===== config.mk =====
export PLATFORM = sky130hd
export DESIGN_NAME = utf8_to_utf16_transcoder_flat
export DESIGN_NICKNAME = d
export VERILOG_FILES = /design/src/design/utt_pkg.sv /design/src/design/utt_ifs.sv /design/src/design/utt_front.sv /design/src/design/utt_queue.sv /design/src/design/utt_back.sv /design/src/design/utf8_to_utf16_transcoder.sv /design/src/flat_wrapper.sv
export SDC_FILE = /design/constraint.sdc
export NUM_CORES = 1
export LEC_CHECK = 0
export BUFFER_PORTS_ARGS = -buffer_cell sky130_fd_sc_hd__buf_2
export CAP_MARGIN = 30
export CORE_ASPECT_RATIO = 0.7
export CORE_MARGIN = 8
export CORE_UTILIZATION = 58
export CTS_CLUSTER_SIZE = 40
export DETAILED_ROUTE_END_ITERATION = 8
export PLACE_DENSITY = 0.79
export SYNTH_ARGS = -nofsm -noshare
export SYNTH_HDL_FRONTEND = slang
export SYNTH_SLANG_ARGS = --single-unit

===== constraint.sdc =====
create_clock -name i_clk -period 2.8 [get_ports i_clk]
set_clock_uncertainty 0.2 [all_clocks]
set_input_delay 0.14 -clock i_clk [delete_from_list [all_inputs] [get_ports i_clk]]
set_output_delay 0.14 -clock i_clk [all_outputs]
set_load 0.005 [all_outputs]

===== src/design/utt_pkg.sv =====
// Package for the UTF-8 to UTF-16 transcoder.
// Holds the format codes, decoder constants and the queue entry types.
// No dependencies.
`timescale 1ns / 1ps
`default_nettype none

package utt_pkg;

    localparam int FIFO_DEPTH = 2;

    localparam logic [1:0] FMT_PASS = 2'd0;
    localparam logic [1:0] FMT_LE   = 2'd1;
    localparam logic [1:0] FMT_BE   = 2'd2;

    localparam logic [7:0]  LEAD2_MASK = 8'hE0;
    localparam logic [7:0]  LEAD2_CODE = 8'hC0;
    localparam logic [7:0]  LEAD3_MASK = 8'hF0;
    localparam logic [7:0]  LEAD3_CODE = 8'hE0;
    localparam logic [7:0]  LEAD2_BITS = 8'h1F;
    localparam logic [7:0]  LEAD3_BITS = 8'h0F;
    localparam logic [7:0]  CONT_BITS  = 8'h3F;
    localparam logic [15:0] REPL_UNIT  = 16'h003F;

    typedef struct packed {
        logic [15:0] unit;
        logic        single;
        logic        little;
    } t_entry;

    typedef struct packed {
        logic   valid;
        t_entry entry;
    } t_push;

    typedef struct packed {
        logic   valid;
        t_entry entry;
    } t_head;

endpackage

`default_nettype wire


===== src/design/utt_ifs.sv =====
// Channel interfaces for the transcoder: input bytes, output bytes and the
// configuration write channel. No dependencies.
`timescale 1ns / 1ps
`default_nettype none

interface utt_in_if;
    logic       valid;
    logic       ready;
    logic [7:0] in_byte;
    logic       string_end;
    modport source (output valid, output in_byte, output string_end, input ready);
    modport sink (input valid, input in_byte, input string_end, output ready);
endinterface

interface utt_out_if;
    logic       valid;
    logic       ready;
    logic [7:0] out_byte;
    logic       run_last;
    modport source (output valid, output out_byte, output run_last, input ready);
    modport sink (input valid, input out_byte, input run_last, output ready);
endinterface

interface utt_cfg_if;
    logic       valid;
    logic       ready;
    logic [1:0] data;
    modport source (output valid, output data, input ready);
    modport sink (input valid, input data, output ready);
endinterface

`default_nettype wire


===== src/design/utt_front.sv =====
// Front part: accepts input items, decodes UTF-8 and pushes code units.
// Depends on utt_pkg and utt_in_if.
`timescale 1ns / 1ps
`default_nettype none

module utt_front (
    input  wire logic          i_clk,
    input  wire logic          i_rst_n,
    input  wire logic [1:0]    i_format,
    input  wire logic          i_full,
    utt_in_if.sink             i_in,
    output utt_pkg::t_push     o_push
);
    import utt_pkg::*;

    logic [1:0]  r_pend,    n_pend;
    logic [15:0] r_partial, n_partial;
    logic        r_repl,    n_repl;
    logic [15:0] cont_val;
    logic [1:0]  pend_dec;
    logic        accept;
    logic [7:0]  b;

    assign i_in.ready = !i_full;
    assign accept     = i_in.valid && !i_full;
    assign b          = i_in.in_byte;
    assign cont_val   = {r_partial[9:0], b[5:0] & CONT_BITS[5:0]};
    assign pend_dec   = r_pend - 2'd1;

    always_comb begin
        n_pend              = r_pend;
        n_partial           = r_partial;
        n_repl              = r_repl;
        o_push.valid        = 1'b0;
        o_push.entry.unit   = REPL_UNIT;
        o_push.entry.single = 1'b0;
        o_push.entry.little = (i_format == FMT_LE);
        if (accept) begin
            if (i_format == FMT_PASS) begin
                n_pend              = '0;
                n_partial           = '0;
                n_repl              = 1'b0;
                o_push.valid        = 1'b1;
                o_push.entry.unit   = {8'h00, b};
                o_push.entry.single = 1'b1;
            end else if (i_format != FMT_LE && i_format != FMT_BE) begin
                n_pend    = '0;
                n_partial = '0;
                n_repl    = 1'b0;
            end else if (r_pend == 2'd0) begin
                if (!b[7]) begin
                    o_push.valid      = 1'b1;
                    o_push.entry.unit = {8'h00, b};
                end else begin
                    if ((b & LEAD2_MASK) == LEAD2_CODE) begin
                        n_pend    = 2'd1;
                        n_partial = {8'h00, b & LEAD2_BITS};
                        n_repl    = 1'b0;
                    end else if ((b & LEAD3_MASK) == LEAD3_CODE) begin
                        n_pend    = 2'd2;
                        n_partial = {8'h00, b & LEAD3_BITS};
                        n_repl    = 1'b0;
                    end else begin
                        n_pend    = 2'd3;
                        n_partial = '0;
                        n_repl    = 1'b1;
                    end
                    if (i_in.string_end) begin
                        n_pend       = '0;
                        n_partial    = '0;
                        n_repl       = 1'b0;
                        o_push.valid = 1'b1;
                    end
                end
            end else begin
                n_partial = cont_val;
                n_pend    = pend_dec;
                if (pend_dec == 2'd0) begin
                    o_push.valid      = 1'b1;
                    o_push.entry.unit = r_repl ? REPL_UNIT : cont_val;
                    n_partial         = '0;
                    n_repl            = 1'b0;
                end else if (i_in.string_end) begin
                    o_push.valid = 1'b1;
                    n_pend       = '0;
                    n_partial    = '0;
                    n_repl       = 1'b0;
                end
            end
        end
    end

    always_ff @(posedge i_clk) begin
        if (!i_rst_n) begin
            r_pend    <= '0;
            r_partial <= '0;
            r_repl    <= 1'b0;
        end else begin
            r_pend    <= n_pend;
            r_partial <= n_partial;
            r_repl    <= n_repl;
        end
    end

endmodule

`default_nettype wire


===== src/design/utt_queue.sv =====
// Short queue of decoded code units between the front and back parts.
// Depends on utt_pkg.
`timescale 1ns / 1ps
`default_nettype none

module utt_queue #(
    parameter int DEPTH = utt_pkg::FIFO_DEPTH
) (
    input  wire logic          i_clk,
    input  wire logic          i_rst_n,
    input  wire utt_pkg::t_push i_push,
    input  wire logic          i_pop,
    output utt_pkg::t_head     o_head,
    output logic               o_full
);
    import utt_pkg::*;

    localparam int PTR_W = (DEPTH > 1) ? $clog2(DEPTH) : 1;
    localparam int CNT_W = $clog2(DEPTH + 1);

    t_entry           r_mem [DEPTH];
    logic [PTR_W-1:0] r_wr, r_rd;
    logic [CNT_W-1:0] r_count;
    logic             do_push, do_pop;

    assign o_full       = (r_count == CNT_W'(DEPTH));
    assign o_head.valid = (r_count != '0);
    assign o_head.entry = r_mem[r_rd];
    assign do_push      = i_push.valid && !o_full;
    assign do_pop       = i_pop && o_head.valid;

    always_ff @(posedge i_clk) begin
        if (do_push) begin
            r_mem[r_wr] <= i_push.entry;
        end
    end

    always_ff @(posedge i_clk) begin
        if (!i_rst_n) begin
            r_wr    <= '0;
            r_rd    <= '0;
            r_count <= '0;
        end else begin
            if (do_push) begin
                r_wr <= (r_wr == PTR_W'(DEPTH - 1)) ? '0 : r_wr + 1'b1;
            end
            if (do_pop) begin
                r_rd <= (r_rd == PTR_W'(DEPTH - 1)) ? '0 : r_rd + 1'b1;
            end
            if (do_push && !do_pop) begin
                r_count <= r_count + 1'b1;
            end else if (do_pop && !do_push) begin
                r_count <= r_count - 1'b1;
            end
        end
    end

endmodule

`default_nettype wire


===== src/design/utt_back.sv =====
// Back part: serialises each queued code unit into one or two output bytes.
// Depends on utt_pkg and utt_out_if.
`timescale 1ns / 1ps
`default_nettype none

module utt_back (
    input  wire logic           i_clk,
    input  wire logic           i_rst_n,
    input  wire utt_pkg::t_head i_head,
    output logic                o_pop,
    utt_out_if.source           o_out
);
    import utt_pkg::*;

    logic r_phase;
    logic take;
    logic low_first;

    assign take      = o_out.valid && o_out.ready;
    assign low_first = i_head.entry.little ^ r_phase;

    assign o_out.valid    = i_head.valid;
    assign o_out.out_byte = (i_head.entry.single || low_first) ? i_head.entry.unit[7:0]
                                                               : i_head.entry.unit[15:8];
    assign o_out.run_last = i_head.entry.single || r_phase;
    assign o_pop          = take && o_out.run_last;

    always_ff @(posedge i_clk) begin
        if (!i_rst_n) begin
            r_phase <= 1'b0;
        end else if (take) begin
            r_phase <= !o_out.run_last;
        end
    end

endmodule

`default_nettype wire


===== src/design/utf8_to_utf16_transcoder.sv =====
// UTF-8 to UTF-16 transcoder, top level. Accepted items are registered into
// the queue and their output bytes are offered from its head. Throughput:
// one input item per cycle while the queue is not full, one output byte per
// cycle while the output is ready. Synchronous active-low reset empties the
// queue, clears the decoder and selects pass-through.
// Depends on utt_pkg, utt_ifs, utt_front, utt_queue and utt_back.
`timescale 1ns / 1ps
`default_nettype none

module utf8_to_utf16_transcoder #(
    parameter int FIFO_DEPTH = utt_pkg::FIFO_DEPTH
) (
    input  wire logic i_clk,
    input  wire logic i_rst_n,
    utt_in_if.sink    i_in,
    utt_out_if.source o_out,
    utt_cfg_if.sink   i_cfg
);
    import utt_pkg::*;

    logic [1:0] r_format;
    t_push      push;
    t_head      head;
    logic       full;
    logic       pop;

    assign i_cfg.ready = 1'b1;

    always_ff @(posedge i_clk) begin
        if (!i_rst_n) begin
            r_format <= FMT_PASS;
        end else if (i_cfg.valid) begin
            r_format <= i_cfg.data;
        end
    end

    utt_front u_front (
        .i_clk    (i_clk),
        .i_rst_n  (i_rst_n),
        .i_format (r_format),
        .i_full   (full),
        .i_in     (i_in),
        .o_push   (push)
    );

    utt_queue #(
        .DEPTH (FIFO_DEPTH)
    ) u_queue (
        .i_clk   (i_clk),
        .i_rst_n (i_rst_n),
        .i_push  (push),
        .i_pop   (pop),
        .o_head  (head),
        .o_full  (full)
    );

    utt_back u_back (
        .i_clk   (i_clk),
        .i_rst_n (i_rst_n),
        .i_head  (head),
        .o_pop   (pop),
        .o_out   (o_out)
    );

endmodule

`default_nettype wire


===== src/flat_wrapper.sv =====
// flat-port wrapper written by rule: the top's interface ports become plain ports
module utf8_to_utf16_transcoder_flat import utt_pkg::*;
#(
    parameter int FIFO_DEPTH = utt_pkg::FIFO_DEPTH
)
  (i_clk, i_rst_n, i_in_valid, i_in_in_byte, i_in_string_end, i_in_ready, o_out_valid, o_out_out_byte, o_out_run_last, o_out_ready, i_cfg_valid, i_cfg_data, i_cfg_ready);
  utt_in_if i_in_i ();
  utt_out_if o_out_i ();
  utt_cfg_if i_cfg_i ();
  input  wire logic i_clk;
  input  wire logic i_rst_n;
  input wire logic [$bits(i_in_i.valid)-1:0] i_in_valid;
  input wire logic [$bits(i_in_i.in_byte)-1:0] i_in_in_byte;
  input wire logic [$bits(i_in_i.string_end)-1:0] i_in_string_end;
  output wire logic [$bits(i_in_i.ready)-1:0] i_in_ready;
  output wire logic [$bits(o_out_i.valid)-1:0] o_out_valid;
  output wire logic [$bits(o_out_i.out_byte)-1:0] o_out_out_byte;
  output wire logic [$bits(o_out_i.run_last)-1:0] o_out_run_last;
  input wire logic [$bits(o_out_i.ready)-1:0] o_out_ready;
  input wire logic [$bits(i_cfg_i.valid)-1:0] i_cfg_valid;
  input wire logic [$bits(i_cfg_i.data)-1:0] i_cfg_data;
  output wire logic [$bits(i_cfg_i.ready)-1:0] i_cfg_ready;
  assign i_in_i.valid = i_in_valid;
  assign i_in_i.in_byte = i_in_in_byte;
  assign i_in_i.string_end = i_in_string_end;
  assign i_in_ready = i_in_i.ready;
  assign o_out_valid = o_out_i.valid;
  assign o_out_out_byte = o_out_i.out_byte;
  assign o_out_run_last = o_out_i.run_last;
  assign o_out_i.ready = o_out_ready;
  assign i_cfg_i.valid = i_cfg_valid;
  assign i_cfg_i.data = i_cfg_data;
  assign i_cfg_ready = i_cfg_i.ready;
  utf8_to_utf16_transcoder #(.FIFO_DEPTH(FIFO_DEPTH)) u_core (.i_clk(i_clk), .i_rst_n(i_rst_n), .i_in(i_in_i), .o_out(o_out_i), .i_cfg(i_cfg_i));
endmodule

==> flow_summary.toml <==
[sta]
period_share_pct = 94.0
tightestPinTransition_ns = 0.634
report.final.hold_viol_count = 0
hold_ws_ns = 0.0314
timing.fmax_mhz = 380
finalCriticalPeriod_ns = 2.63
setup_total_negative_slack_ns = 0
report.final.setup_viol = 0
report.final.slew_viol_count = 0
relSlewSlack_pct = 57.3
unrepaired_setup_endpoints_after_global_routing = "false"

[floorplan]
top_level_ports = 28
fp-row-count = 20
start_util_pct = 59.7
fp.dieW_um = 95.6
die_area_um2 = 6850
die_y_um = 71.7
placeableCoreArea_um2 = 4300

[synthesis]
synth_enable_flop_cells = 36
syn_area_cell_um2 = 12.9
synth-seq-area-share_pct = 58.4
netlist_instances = 199
synth_cell_types = 50
ys_async_sr_fraction_pct = 0
synth_warnings = 0
synthFlopType = "edfxtp_1"
number_of_nets_produced_by_synthesis = 220
postSynthRegisterBits = 57
post_synthesis_cell_area_um2 = 2570

[drt]
drc_errors = 0
routedWlPerCell_um = 17.3
routed-wl-met3_um = 392
route.final.wire_length_um = 5330
dr_total_vias = 1772
detailedRoute.firstIterationViolations = 173
met2_wirelength_from_detailed_routing_um = 2520
highest_layer = "met4"
final_antenna_net_count = 0
drt-vias-per-instance = 5.73
drt-pass1-iter-count = 4
wirelength_met1_um = 2340

[critical_path]
crit-reg2reg-launch = "u_core.r_format[0]"
worst-r2r-setup-slack_ns = 0.17
worst_setup_path_endpoint = "u_core.u_front.r_partial[2]"
timing.reg2reg.worst_path_depth = 6
worst_setup_ep_type = "flip-flop"
cpPeakStageDelay_ns = 0.54
critical-path-slowest-cell = "dlygate4sd3_1"
required_ns = 2.88
crit_type = "flip-flop to flip-flop"
timing.critical_path.fanout_max = 8
timing.critical_path.cells = "inv_1, ha_1, or3b_4, nor4_4, a32o_1, dlygate4sd3_1"
worstPathArrival_ns = 2.71
r2r_end = "u_core.u_front.r_partial[2]"
crit_path_start = "u_core.r_format[0]"
cp-start-kind = "flip-flop"

[power]
power_per_cell_area_nw_per_um2 = 744
power.leakage_nw = 1.15
worst_ir_drop_vdd_mv = 0.437

[final_layout]
insertedDiodeCount = 0
areaGrowthSynthToFinish_pct = 20.5
final.fill_count = 316
finalNetCount = 270
finish.cell_count_without_fillers = 309
layout-drive-gt1-share_pct = 28.7

[clock_network]
clk_transition_reported_paths_ns = 0.06
clock-root-buffer = "clkbuf_8"
postCtsSetupRepairBufs = 0
cts_tree = "yes"
cts-root-to-sink-buffers = 2
total_cts_buffers = 9
htreeDepth = 3
tritoncts_num_sinks = 57
clk_latency_ns = 0.34

[global_route]
first_global_vias = 1856
gr-total-overflow = 0
first_pass_grt_wire_length_um = 8980
pin_count_of_the_biggest_net_entering_global_routing = 18
grt.total_usage_pct = 17.7
number_of_antenna_violations_at_the_first_check_in_global_routing = 0

[status]
outcome = "finished clean"

[place]
routabilityCongestion = 0.948
dp.cells = 278
dp.final_hpwl_um = 3720
portBuffers = 26

[job]
timing.max_cap.violations = 0

[hold_path]
hold_path.class = "input pin to flip-flop"
hold_path_depth = 4
## routing by layer
layer	vias to the layer above	global-route usage (%)
met5	-	0
met4	0	6.62
met3	12	8.66
met2	54	27.4
met1	861	20.6
li1	845	-
## stage by stage
stage,power (mW),util (%),worst slack [ns],area (µm²)
5_1_grt,2.43,72.0,0.0580,3100
3_3_place_gp,1.65,64.5,0.415,2780
3_5_place_dp,1.67,64.5,0.372,2780
4_1_cts,2.32,71.9,0.115,3090
6_report,2.30,72.0,0.168,3100
2_1_floorplan,1.46,-,0.310,2570
## cell usage in the layout, fill, tap and decap left out, types with 2 or more instances in the layout
master / instances
a21oi_1: 6
a22oi_1: 5
a31oi_1: 4
a32o_1: 5
and2_1: 10
and3_2: 2
buf_2: 26
buf_4: 4
clkbuf_1: 2
clkbuf_8: 10
clkinv_1: 2
clkinv_2: 2
dfxtp_1: 21
dlygate4sd3_1: 15
edfxtp_1: 36
ha_1: 5
inv_1: 11
mux2i_1: 2
mux4_2: 8
nand2_1: 6
nand3_1: 2
nand4_1: 2
nor2_1: 18
nor3_1: 3
nor3b_1: 3
nor4_4: 2
o21ai_0: 5
or2_2: 8
xor2_1: 3
## power breakdown
part           internal, mW  switching (mW)  total (mW)
logic                 0.293           0.312       0.606
registers              1.01          0.0488        1.06
clock network         0.339           0.305       0.643
total                  1.64           0.666        2.30
## worst max-delay path, delay by kind of cell (launching register included)
| family | cells | cell delay [ns] |
|---|---|---|
| buf+inv | 2 | 0.59 |
| simple gates | 2 | 0.84 |
| compound gates | 1 | 0.18 |
| fa+ha+maj | 1 | 0.40 |
| flops | 1 | 0.36 |
## cells by family after synthesis
family / after synthesis / synth area share, %
and+or+nand+nor: 68 / 16.6
DFF: 57 / 58.4
AOI/OAI and AO/OA: 34 / 9.44
buffers and inverters: 20 / 3.70
muxes: 11 / 8.22
adders and majority gates: 5 / 2.43
xor gates and xnor gates: 3 / 1.02
other: 1 / 0.146
## state kept, by name (all words and copies together) (netlist names), named ones only
name                      cells
u_core.r_format               2
u_core.u_back.r_phase         1
u_core.u_front.r_partial     10
u_core.u_front.r_pend         2
u_core.u_front.r_repl         1
u_core.u_queue.r_count        2
u_core.u_queue.r_mem         36
u_core.u_queue.r_rd           1
u_core.u_queue.r_wr           1
## final cells by class
type	instances	area, µm²	share of cell area, %
Inverter	13	51.3	1.66
Multi-Input combinational cell	122	980	31.6
Tap cell	55	68.8	2.22
Timing Repair Buffer	46	330	10.7
Sequential cell	57	1500	48.5
Clock inverter	4	21.3	0.687
Clock buffer	12	145	4.68
## worst min-delay path by stage
| stage | from | end | slack, ns |
|---|---|---|---|
| after floorplan | i_in_in_byte[0] | u_core.u_front.r_partial[0] | 0.07 |
| after global placement | i_in_in_byte[2] | u_core.u_front.r_partial[2] | 0.17 |
| after detailed placement | i_in_in_byte[0] | u_core.u_front.r_partial[0] | 0.17 |
| after CTS | i_in_in_byte[6] | u_core.u_front.r_repl | 0.01 |
| after global routing | i_in_in_byte[6] | u_core.u_front.r_repl | 0.03 |
| final | i_in_in_byte[6] | u_core.u_front.r_repl | 0.03 |
## synth_stat cells, types with 2 or more instances
| cell | n | area [µm²] |
|---|---|---|
| edfxtp_1 | 36 | 1080 |
| dfxtp_1 | 21 | 420 |
| nor2_1 | 18 | 67.6 |
| inv_1 | 11 | 41.3 |
| and2_1 | 10 | 62.6 |
| mux4_2 | 8 | 180 |
| or2_2 | 8 | 50.1 |
| a21oi_1 | 6 | 30.0 |
| nand2_1 | 6 | 22.5 |
| a22oi_1 | 5 | 37.5 |
| a32o_1 | 5 | 50.1 |
| ha_1 | 5 | 62.6 |
| o21ai_0 | 5 | 25.0 |
| a31oi_1 | 4 | 25.0 |
| nand3_1 | 3 | 15.0 |
| nor3_1 | 3 | 15.0 |
| nor3b_1 | 3 | 22.5 |
| xor2_1 | 3 | 26.3 |
| and3_2 | 2 | 15.0 |
| buf_2 | 2 | 10.0 |
| buf_4 | 2 | 15.0 |
| clkbuf_1 | 2 | 7.51 |
| mux2i_1 | 2 | 20.0 |
| nand4_1 | 2 | 12.5 |
| nor4_4 | 2 | 42.5 |
## timing repair
item,in CTS,in global routing
hold endpoints to repair,21,0
hold buffers,15,0
gates resized for setup,0,1
setup endpoints to repair,0,4
Power figures use the tool's default switching activity.
